===== src/pws_pkg.sv =====
`default_nettype none
// ============================================================================
// pws_pkg
// Shared constants and types for the priority wake semaphore.
// ============================================================================
package pws_pkg;

    // Default sizing
    localparam int WAIT_SLOTS_DEF    = 16;
    localparam int ID_BITS_DEF       = 6;
    localparam int PRIORITY_BITS_DEF = 6;
    localparam int COUNT_BITS_DEF    = 16;

    // Fixed field widths on the ports
    localparam int FUNC_W    = 2;
    localparam int ID_W      = 6;
    localparam int PRI_W     = 6;
    localparam int WCOUNT_W  = 5;
    localparam int CFG_W     = 16;
    localparam int IN_DATA_W = 16;
    localparam int OUT_DATA_W = 24;

    // Operation codes
    localparam logic [FUNC_W-1:0] FUNC_DOWN     = 2'd0;
    localparam logic [FUNC_W-1:0] FUNC_TRY_DOWN = 2'd1;
    localparam logic [FUNC_W-1:0] FUNC_UP       = 2'd2;

    // Result item, granted in bit 0
    typedef struct packed {
        logic [PRI_W-1:0]    top_priority;
        logic [WCOUNT_W-1:0] waiter_count;
        logic [ID_W-1:0]     woken_id;
        logic                woken_valid;
        logic                overflow;
        logic                blocked;
        logic                granted;
    } result_t;

endpackage
`default_nettype wire


===== src/pws_mem.sv =====
`default_nettype none
// ============================================================================
// pws_mem
// Simple dual-port wait table RAM, one write and one registered read port.
// ============================================================================
module pws_mem #(
    parameter int DEPTH  = 16,
    parameter int WIDTH  = 12,
    parameter int ADDR_W = 4
) (
    input  wire logic              clk,
    input  wire logic              wr_en,
    input  wire logic [ADDR_W-1:0] wr_addr,
    input  wire logic [WIDTH-1:0]  wr_data,
    input  wire logic              rd_en,
    input  wire logic [ADDR_W-1:0] rd_addr,
    output logic      [WIDTH-1:0]  rd_data
);

    logic [WIDTH-1:0] mem [DEPTH];

    always_ff @(posedge clk)
    begin
        if (wr_en)
        begin
            mem[wr_addr] <= wr_data;
        end
        if (rd_en)
        begin
            rd_data <= mem[rd_addr];
        end
    end

endmodule
`default_nettype wire


===== src/priority_wake_semaphore.sv =====
`default_nettype none
// ============================================================================
// priority_wake_semaphore
// Counting semaphore with a priority-ordered wait table held in RAM.
// ============================================================================
// A down, try-down or unused code holds the input while its result is
// registered; the result then moves to the output register once that
// register is free, and the input is ready again from that same edge. An up
// with N waiters in the table holds the input while the single RAM read
// port walks the table once to find the highest-priority (earliest on ties)
// waiter. It then walks it again to close the gap that waiter leaves and to
// find the new top priority. An up with an empty table skips both walks, like
// a down. One request is in flight at a time. The input is ready again as
// soon as the result moves to the output register, even if that register
// still waits on the sink. Writing the count register is only legal while
// idle; it does not touch the wait table.
module priority_wake_semaphore
    import pws_pkg::*;
#(
    parameter int WAIT_SLOTS    = WAIT_SLOTS_DEF,
    parameter int ID_BITS       = ID_BITS_DEF,
    parameter int PRIORITY_BITS = PRIORITY_BITS_DEF,
    parameter int COUNT_BITS    = COUNT_BITS_DEF
) (
    input  wire logic                  clk,
    input  wire logic                  rst_n,

    // Count register load
    input  wire logic                  cfg_wr_en,
    input  wire logic [CFG_W-1:0]      cfg_wr_data,    // initial_count

    // Requests
    input  wire logic                  s_axis_tvalid,
    output logic                       s_axis_tready,
    input  wire logic [IN_DATA_W-1:0]  s_axis_tdata,   // thread_id[5:0], priority_req[11:6]
    input  wire logic [FUNC_W-1:0]     s_axis_tuser,   // func[1:0]

    // Results
    output logic                       m_axis_tvalid,
    input  wire logic                  m_axis_tready,
    output logic      [OUT_DATA_W-1:0] m_axis_tdata    // granted[0], blocked[1], overflow[2],
                                                       // woken_valid[3], woken_id[9:4],
                                                       // waiter_count[14:10], top_priority[20:15]
);

    localparam int IDX_W = (WAIT_SLOTS > 1) ? $clog2(WAIT_SLOTS) : 1;
    localparam int CNT_W = $clog2(WAIT_SLOTS + 1);
    localparam int ENT_W = ID_BITS + PRIORITY_BITS;
    localparam logic [CNT_W-1:0]      SLOTS_FULL = CNT_W'(WAIT_SLOTS);
    localparam logic [COUNT_BITS-1:0] COUNT_MAX  = {COUNT_BITS{1'b1}};

    typedef enum logic [1:0] {
        ST_IDLE,
        ST_SCAN,     // find the waiter to wake
        ST_SHIFT,    // compact the table, find new top priority
        ST_RESULT
    } state_t;

    state_t                   state_reg, state_next;
    logic [COUNT_BITS-1:0]    count_reg, count_next;
    logic [CNT_W-1:0]         fill_reg, fill_next;        // waiters, packed from slot 0
    logic [PRIORITY_BITS-1:0] top_reg, top_next;
    logic [CNT_W-1:0]         issue_reg, issue_next;      // next RAM address to read
    logic                     dvld_reg, dvld_next;        // RAM read data valid
    logic [CNT_W-1:0]         didx_reg, didx_next;        // slot of RAM read data
    logic [CNT_W-1:0]         best_idx_reg, best_idx_next;
    logic [PRIORITY_BITS-1:0] best_pri_reg, best_pri_next;
    logic [ID_BITS-1:0]       best_id_reg, best_id_next;
    logic [PRIORITY_BITS-1:0] max_reg, max_next;
    logic                     max_any_reg, max_any_next;
    result_t                  res_reg, res_next;
    result_t                  out_reg, out_next;
    logic                     tvalid_reg, tvalid_next;

    logic                     rd_en, wr_en;
    logic [IDX_W-1:0]         rd_addr, wr_addr;
    logic [ENT_W-1:0]         rd_data, wr_data;

    logic [FUNC_W-1:0]        req_func;
    logic [ID_BITS-1:0]       req_id;
    logic [PRIORITY_BITS-1:0] req_pri;
    logic [ID_BITS-1:0]       rd_id;
    logic [PRIORITY_BITS-1:0] rd_pri;
    logic                     in_xfer;
    logic                     last_data;
    logic [COUNT_BITS-1:0]    count_up;
    logic [CNT_W-1:0]         fill_dec;

    assign req_func = s_axis_tuser;
    assign req_id   = ID_BITS'(s_axis_tdata[5:0]);
    assign req_pri  = PRIORITY_BITS'(s_axis_tdata[11:6]);
    assign rd_id    = rd_data[ENT_W-1:PRIORITY_BITS];
    assign rd_pri   = rd_data[PRIORITY_BITS-1:0];

    assign s_axis_tready = (state_reg == ST_IDLE);
    assign in_xfer       = s_axis_tvalid && s_axis_tready;
    assign m_axis_tvalid = tvalid_reg;
    assign m_axis_tdata  = {(OUT_DATA_W - $bits(result_t))'(0), out_reg};

    assign fill_dec  = fill_reg - 1'b1;
    assign last_data = dvld_reg && (didx_reg == fill_dec);
    assign count_up  = (count_reg == COUNT_MAX) ? count_reg : count_reg + 1'b1;

    pws_mem #(
        .DEPTH  (WAIT_SLOTS),
        .WIDTH  (ENT_W),
        .ADDR_W (IDX_W)
    ) u_mem (
        .clk     (clk),
        .wr_en   (wr_en),
        .wr_addr (wr_addr),
        .wr_data (wr_data),
        .rd_en   (rd_en),
        .rd_addr (rd_addr),
        .rd_data (rd_data)
    );

    always_comb
    begin
        state_next    = state_reg;
        count_next    = count_reg;
        fill_next     = fill_reg;
        top_next      = top_reg;
        issue_next    = issue_reg;
        dvld_next     = 1'b0;
        didx_next     = issue_reg;
        best_idx_next = best_idx_reg;
        best_pri_next = best_pri_reg;
        best_id_next  = best_id_reg;
        max_next      = max_reg;
        max_any_next  = max_any_reg;
        res_next      = res_reg;
        out_next      = out_reg;
        tvalid_next   = tvalid_reg;

        rd_en   = 1'b0;
        rd_addr = issue_reg[IDX_W-1:0];
        wr_en   = 1'b0;
        wr_addr = fill_reg[IDX_W-1:0];
        wr_data = {req_id, req_pri};

        if (tvalid_reg && m_axis_tready)
        begin
            tvalid_next = 1'b0;
        end

        case (state_reg)
            ST_IDLE:
            begin
                if (in_xfer)
                begin
                    res_next   = '0;
                    state_next = ST_RESULT;
                    case (req_func)
                        FUNC_DOWN, FUNC_TRY_DOWN:
                        begin
                            if (count_reg != '0)
                            begin
                                count_next       = count_reg - 1'b1;
                                res_next.granted = 1'b1;
                            end
                            else if (req_func == FUNC_DOWN)
                            begin
                                if (fill_reg == SLOTS_FULL)
                                begin
                                    res_next.overflow = 1'b1;
                                end
                                else
                                begin
                                    // append at the tail, arrival order kept
                                    wr_en            = 1'b1;
                                    fill_next        = fill_reg + 1'b1;
                                    res_next.blocked = 1'b1;
                                    if (fill_reg == '0 || req_pri > top_reg)
                                    begin
                                        top_next = req_pri;
                                    end
                                end
                            end
                        end
                        FUNC_UP:
                        begin
                            if (fill_reg != '0)
                            begin
                                issue_next = '0;
                                state_next = ST_SCAN;
                            end
                            else
                            begin
                                count_next = count_up;
                            end
                        end
                        default:
                        begin
                        end
                    endcase
                    res_next.waiter_count = WCOUNT_W'(fill_next);
                    res_next.top_priority = PRI_W'(top_next);
                end
            end

            ST_SCAN:
            begin
                rd_en = (issue_reg < fill_reg);
                if (rd_en)
                begin
                    issue_next = issue_reg + 1'b1;
                end
                dvld_next = rd_en;
                if (dvld_reg)
                begin
                    // strictly greater keeps the earliest on ties
                    if (didx_reg == '0 || rd_pri > best_pri_reg)
                    begin
                        best_idx_next = didx_reg;
                        best_pri_next = rd_pri;
                        best_id_next  = rd_id;
                    end
                end
                if (last_data)
                begin
                    issue_next   = '0;
                    max_any_next = 1'b0;
                    state_next   = ST_SHIFT;
                end
            end

            ST_SHIFT:
            begin
                rd_en = (issue_reg < fill_reg);
                if (rd_en)
                begin
                    issue_next = issue_reg + 1'b1;
                end
                dvld_next = rd_en;
                if (dvld_reg && didx_reg != best_idx_reg)
                begin
                    if (!max_any_reg || rd_pri > max_reg)
                    begin
                        max_next = rd_pri;
                    end
                    max_any_next = 1'b1;
                    if (didx_reg > best_idx_reg)
                    begin
                        // slide one slot toward the head
                        wr_en   = 1'b1;
                        wr_addr = IDX_W'(didx_reg - 1'b1);
                        wr_data = rd_data;
                    end
                end
                if (last_data)
                begin
                    fill_next             = fill_dec;
                    top_next              = max_any_next ? max_next : '0;
                    count_next            = count_up;
                    res_next.woken_valid  = 1'b1;
                    res_next.woken_id     = ID_W'(best_id_reg);
                    res_next.waiter_count = WCOUNT_W'(fill_dec);
                    res_next.top_priority = PRI_W'(top_next);
                    state_next            = ST_RESULT;
                end
            end

            ST_RESULT:
            begin
                if (!tvalid_reg || m_axis_tready)
                begin
                    out_next    = res_reg;
                    tvalid_next = 1'b1;
                    state_next  = ST_IDLE;
                end
            end

            default:
            begin
                state_next = ST_IDLE;
            end
        endcase

        if (cfg_wr_en)
        begin
            count_next = COUNT_BITS'(cfg_wr_data);
        end
    end

    always_ff @(posedge clk or negedge rst_n)
    begin
        if (!rst_n)
        begin
            state_reg    <= ST_IDLE;
            count_reg    <= '0;
            fill_reg     <= '0;
            top_reg      <= '0;
            issue_reg    <= '0;
            dvld_reg     <= 1'b0;
            didx_reg     <= '0;
            best_idx_reg <= '0;
            best_pri_reg <= '0;
            best_id_reg  <= '0;
            max_reg      <= '0;
            max_any_reg  <= 1'b0;
            res_reg      <= '0;
            out_reg      <= '0;
            tvalid_reg   <= 1'b0;
        end
        else
        begin
            state_reg    <= state_next;
            count_reg    <= count_next;
            fill_reg     <= fill_next;
            top_reg      <= top_next;
            issue_reg    <= issue_next;
            dvld_reg     <= dvld_next;
            didx_reg     <= didx_next;
            best_idx_reg <= best_idx_next;
            best_pri_reg <= best_pri_next;
            best_id_reg  <= best_id_next;
            max_reg      <= max_next;
            max_any_reg  <= max_any_next;
            res_reg      <= res_next;
            out_reg      <= out_next;
            tvalid_reg   <= tvalid_next;
        end
    end

endmodule
`default_nettype wire

===== config.mk =====
export PLATFORM = sky130hd
export DESIGN_NAME = priority_wake_semaphore
export DESIGN_NICKNAME = d
export VERILOG_FILES = /design/src/pws_pkg.sv /design/src/pws_mem.sv /design/src/priority_wake_semaphore.sv
export SDC_FILE = /design/constraint.sdc
export NUM_CORES = 1
export LEC_CHECK = 0
export BUFFER_PORTS_ARGS = -buffer_cell sky130_fd_sc_hd__buf_2
export CAP_MARGIN = 20
export CORE_UTILIZATION = 40
export DETAILED_ROUTE_END_ITERATION = 8
export GPL_TIMING_DRIVEN = 0
export PLACE_DENSITY = 0.61
export SYNTH_ARGS = -nofsm -noshare
export SYNTH_HDL_FRONTEND = slang
export SYNTH_SLANG_ARGS = --single-unit

===== constraint.sdc =====
create_clock -name clk -period 3.5 [get_ports clk]
set_input_delay 0.35 -clock clk [delete_from_list [all_inputs] [get_ports clk]]
set_output_delay 0.35 -clock clk [all_outputs]
set_load 0.05 [all_outputs]

==> results of run 1 <==
-- Yosys cell counts, types with 5 or more instances --
master	count	area, µm²
nor3_1	17	85.1
and3_1	12	75.1
inv_1	48	180
ha_1	40	500
o21ai_0	40	200
clkbuf_1	39	146
mux2_2	64	721
edfxtp_1	204	6130
nand3_1	21	105
nor2b_1	6	37.5
dfrtp_1	107	2680
nor2_1	45	169
xnor2_1	16	140
and2_1	7	43.8
nand2b_1	7	43.8
a21oi_1	26	130
nand2_1	62	233
xor2_1	11	96.3
mux4_2	60	1350
mux2i_1	10	100
a31oi_1	10	62.6
o21a_1	9	67.6
nand4_1	9	56.3
a211oi_1	10	75.1
buf_1	5	18.8
-- path summary, 6_finish.rpt --
| path | from | to | cells after the start | slack (ns) |
|---|---|---|---|---|
| worst max-delay path | count_reg[4] | u_mem.mem[5][7] | 10 | 0.08 |
| worst min-delay path | cfg_wr_data[14] | count_reg[14] | 3 | 0.06 |
| worst max register to register | count_reg[4] | u_mem.mem[5][7] | 10 | 0.08 |
| worst min register to register | didx_next[0] | didx_reg[0] | 0 | 0.41 |
| max in group asynchronous | rst_n | m_axis_tdata[8] | 3 | 2.28 |
| min in group asynchronous | rst_n | m_axis_tdata[17] | 2 | 0.48 |
-- layout make-up --
cell class / instances / area, µm²
Inverter: 48 / 184
Multi-Input combinational cell: 566 / 5150
Clock buffer: 51 / 987
Tap cell: 455 / 569
Sequential cell: 311 / 8810
Buffer: 55 / 253
Fill cell: 3030 / 18000
Timing Repair Buffer: 81 / 616
Clock inverter: 12 / 110
-- per-stage QoR --
step / setup TNS, ns / worst slack, ns / util
2_1_floorplan: -2.51 / -0.104 / -
3_3_place_gp: -153.12 / -2.00 / 0.434
3_5_place_dp: -85.10 / -0.710 / 0.438
4_1_cts: -3.44 / -0.105 / 0.476
5_1_grt: -2.49 / -0.122 / 0.480
6_report: 0 / 0.0826 / 0.480
-- power groups by stage --
stage	sequential (mW)	combinational, mW	clock, mW
2_1_floorplan	5.29	2.98	0
3_3_place_gp	5.17	4.25	0
3_5_place_dp	5.19	4.41	0
4_1_cts	5.13	4.45	3.54
5_1_grt	5.21	5.02	3.69
6_report	5.13	4.58	3.47
-- worst max-delay path, stage by stage (launching register included) --
cell and delay [ns]:
dfrtp_1 0.38, buf_6 0.14, or4_1 0.53, buf_2 0.17, nor3_1 0.23, nand4b_1 0.33
nor3_1 0.30, mux2_2 0.24, nand2_1 0.17, nor2_2 0.42, buf_6 0.21
-- metal layers --
metal,share of wire,GRT usage,up-vias
met5,0,0,-
met4,0.036,0.0705,0
met3,0.049,0.0283,82
met2,0.47,0.297,277
met1,0.45,0.262,4399
li1,-,-,3978
-- kinds of logic after synthesis --
group	synth area share
compound gates	0.0692
xor+xnor	0.0166
fa+ha+maj	0.0352
buf+inv	0.0303
flops	0.619
mux	0.153
other cells	0.000264
simple gates	0.0762
-- what timing repair did --
| action | in CTS | in global routing |
|---|---|---|
| endpoints found under the setup margin | 402 | 232 |
| pin swaps | 4 | 0 |
| gates resized for setup | 22 | 25 |
| endpoints found under the hold margin | 59 | 0 |
| hold buffers | 1 | 0 |
| buffers inserted | 9 | 2 |
==> impl_results.md, run 1 <==
* Slew margin rel. at 0.336
* TritonCTS Buffers at 35
* Path type of the worst min-delay path: input port to flop
* Layout Cells excl Fill at between 1500 and 2000
* Vias at 8736
* H-Tree Depth at 2
* Ys async rst share at 0.344
* Clock-pin slew on the worst setup and hold paths at 0.05 ns
* Tmin final at roughly 3.4 ns
* Sw Share at 0.342
* Clock root buffer master: clkbuf_16
* Number of global-route vias before repair at roughly 9000
* Post-synthesis cell count at around 980
* Final nets at approximately 1200
* Slew Limit Fails at 0
* Internal at a little under 9 mW
* PwrDens at just under 800 nW/µm²
* DRC viols at 0
* Site row count at 68
* Total GRT Usage at 0.188
* Initial Util at 0.409
* Post-synthesis sequential area ratio at 0.619
* Design Area, Final at ~17000 µm²
* Final setup fails at 0
* CP max FO at 8
* Net switching power at 4.51 mW
* RePlAce Congestion at approximately 0.94
* Top Ports at 65
* Fmax at approximately 290 MHz
* RSZ-0062 raised after global routing: yes
* Post-DRT Antenna Nets at 0
* Number of max-cap violations at 0
* Initial antenna violation count at 0
* Clk sinks at a little over 300
* Ys Warns at 0
* Die height at about 190 µm
* Pre-antenna DRT Iters at 5
* Status: finished clean
* I/O Buffers at between 50 and 60
* Via density at 5.53
* Final Skew at about 0.020 ns
* EDFF count, synth at around 200
* Lkg Pwr at ~6 nW
* Largest net degree at the start of global routing at between 60 and 70
* Clock tree from TritonCTS: built
* Combinational share of power at 0.347
* Worst slew pin tran at between 0.9 and 1 ns
* DRT iter0 DRCs at around 630
* Final period util at 0.976
* Ys flop type: edfxtp_1
* Sequential power share at 0.389
* Die Wd at 191 µm
* Critical Path AT at around 3.6 ns
* Layout area overhead at 17.3%
* Remaining Overflow, GRT at 0
* Distinct cells, synth at 70
* CP startpoint kind: flop
* Fin. Hold Viols at 0
* Routed wire per std cell at approximately 21 µm
* Design Power at about 13 mW
* Seq cells post-synth at 311
* CORE AREA at about 35000 µm²
* Crit end category: flop
* Post-Route WL at 33000 µm
* Max clock buf depth at 3
* DPL Wire Length at 22000 µm
* Layout cells sized above 1 at 0.275
* Largest register FFs at between 150 and 200
* Die area at approximately 36000 µm²
* Latest clock arrival within the worst-skew pair at slightly above 0.5 ns
* Post-placement cell area at 15200 µm²
* Clock share of power at 0.263
* Placed cells at 1501
* Commonest non-fill, non-tap cell in the layout: edfxtp_1
* Most frequent cells in the layout: edfxtp_1 (204), dfrtp_1 (105), mux2_2 (64)
* Hold WS at about 0.058 ns
* Peak supply drop at about 0.64 mV
* Ant diodes at 0
* Cell Area, Synth at between 10000 and 15000 µm²
* First-pass GRT wire length at slightly above 50000 µm
* Worst EP required at approximately 3.7 ns
* Crit Path Class: flop to flop
* Syn Area/Cell at between 10 and 15 µm²
Note: power is estimated with default switching activity, not from simulation.
==> inputs of run 2 (changes only) <==
Settings changed: CAP_MARGIN 20 to unset, CORE_UTILIZATION 40 to 33, PLACE_DENSITY 0.61 to 0.53.
==> run 2 against run 1 <==
Compared with the run above: clock power grew 3%; final area grew 0.60%; core utilization shrank 8.3 points; sequential power is essentially flat; critical path depth is the same; maximum frequency grew 2.7%; final cell count grew 5.3%; wire length grew 5.7%; combinational power is essentially flat; via count shrank 0.49%; critical path type unchanged.
==> impl_results.md, run 2 (synthesis gave the netlist of run 1 again) <==
* Critical Path AT at ~3.7 ns
* Layout area overhead at 18.0%
* Layout Cells excl Fill at 1662
* First-pass GRT wire length at between 50000 and 60000 µm
* CP max FO at 8
* Post-DRT Antenna Nets at 0
* Routed wire per std cell at about 21 µm
* Origin of the critical flop-to-flop path: count_reg[4]
* FF/Latch Area at 8810 µm²
* DRC viols at 0
* DRT iter0 DRCs at 661
* Crit Path Class: flop to flop
* Remaining Overflow, GRT at 0
* Slew Limit Fails at 0
* Initial Util at 0.337
* Critical Path Source: count_reg[4]
* Site row count at 75
* Final setup fails at 0
* Post-placement cell area at between 15000 and 20000 µm²
* PwrDens at approximately 790 nW/µm²
* CP startpoint kind: flop
* Tmin final at 3.33 ns
* DPL Wire Length at between 20000 and 25000 µm
* Layout cells sized above 1 at 0.275
* Die height at 210 µm
* Die Wd at 210 µm
* Fin. Hold Viols at 0
* Vias at about 8700
* Final Skew at about 0.017 ns
* Slew margin rel. at 0.207
* Status: finished clean
* Hold WS at roughly 0.032 ns
* Placed cells at around 1600
* H-Tree Depth at 2
* R2R depth at 10
* Post-Route WL at 34900 µm
* Number of global-route vias before repair at between 8000 and 9000
* R2r endpoint: res_reg[14]
* Crit end category: flop
* Clock root buffer master: clkbuf_16
* Top Ports at 65
* Clk sinks at roughly 310
* Via density at ~5.2
* Lkg Pwr at 6.07 nW
* TritonCTS Buffers at 36
* Multi-input gate area at a little over 5000 µm²
* Fmax at between 300 and 400 MHz
* Worst setup path end: res_reg[14]
* # fillers at around 4000
* Worst slew pin tran at between 1 and 1.5 ns
* Largest register FFs at about 190
* Pre-antenna DRT Iters at 5
* Max clock buf depth at 3
* R2R Setup Slk at 0.17 ns
* Peak supply drop at roughly 0.33 mV
* Design Area, Final at 16800 µm²
* Final nets at ~1200
* Final period util at 0.951
* Ant diodes at 0
* Initial antenna violation count at 0
* Commonest non-fill, non-tap cell in the layout: edfxtp_1
* Latest clock arrival within the worst-skew pair at 0.52 ns
* Fin util at 0.397
* I/O Buffers at 56
* Clock-pin slew on the worst setup and hold paths at 0.06 ns
* Die area at between 40000 and 50000 µm²
* Worst EP required at 3.87 ns
* CORE AREA at 42200 µm²
* RePlAce Congestion at 0.882
* Total GRT Usage at 0.161
* Largest net degree at the start of global routing at 64
* Number of max-cap violations at 0
* Clock tree from TritonCTS: built
* Path type of the worst min-delay path: input port to flop
* Most frequent cells in the layout: edfxtp_1 (204), dfrtp_1 (105), mux2_2 (64)
-- run 2: cell types whose count changed in the layout (fill, tap and decap cells not counted), moves of 2 or more --
cell	previous run	this run
buf_12	5	3
buf_4	12	17
buf_6	8	6
clkbuf_2	5	3
clkbuf_8	3	1
nor2_2	4	1
nor2_4	5	8
-- run 2: cell type report --
class,instances,area share
clock buffers,49,0.0585
well taps,539,0.0402
clock inverters,12,0.00746
inverters,48,0.0110
plain buffers,55,0.0149
flip-flops and latches,311,0.525
multi-input cells,566,0.308
repair buffers,82,0.0352
-- run 2: worst min path at each step --
stage | from | endpoint | depth (start not counted) | slack (ns)
detailed placement | rst_n | m_axis_tdata[19] | 1 | 0.31
CTS | cfg_wr_data[5] | count_reg[5] | 3 | 0.02
global route | cfg_wr_data[15] | count_reg[15] | 3 | 0.04
finish | cfg_wr_data[5] | count_reg[5] | 3 | 0.03
floorplan | rst_n | best_id_reg[0] | 0 | 0.05
global placement | didx_next[0] | didx_reg[0] | 0 | 0.41
-- run 2: metrics by stage --
step           power, mW  setup TNS [ns]  setup slack (ns)
2_1_floorplan       8.27           -2.51            -0.104
3_3_place_gp        9.51         -186.78             -2.24
3_5_place_dp        9.65         -113.20            -0.881
4_1_cts             13.3          -13.34            -0.128
5_1_grt             14.1          -0.179           -0.0278
6_report            13.3               0             0.173
-- run 2: metal layers --
metal / vias up / track usage / part of all wire
met3: 56 / 0.0248 / 0.046
met1: 4432 / 0.228 / 0.46
li1: 3975 / - / -
met5: - / 0 / 0
met4: 0 / 0.0544 / 0.031
met2: 230 / 0.254 / 0.46
-- run 2: power by group --
group          total [mW]  internal, mW  switching, mW
logic                4.61          1.88           2.73
registers            5.14          4.75          0.390
clock network        3.57          2.11           1.45
total                13.3          8.74           4.58
-- run 2: worst max-delay path, cell delays in order, from the launching register on --
cell and delay [ns]:
dfrtp_1 0.37, buf_6 0.14, or4_1 0.54, buf_2 0.17, or4_1 0.50, buf_2 0.18
or4_1 0.49, nor4_1 0.28, a21oi_1 0.11, xnor2_1 0.28, o21ai_0 0.11
-- run 2: what timing repair did --
| action | 4_1_cts | 5_1_grt |
|---|---|---|
| hold endpoints to repair | 44 | 0 |
| hold buffers | 1 | 0 |
| endpoints found under the setup margin | 417 | 317 |
| gates resized for setup | 25 | 19 |
| pin swaps | 4 | 2 |
| setup buffers | 5 | 11 |
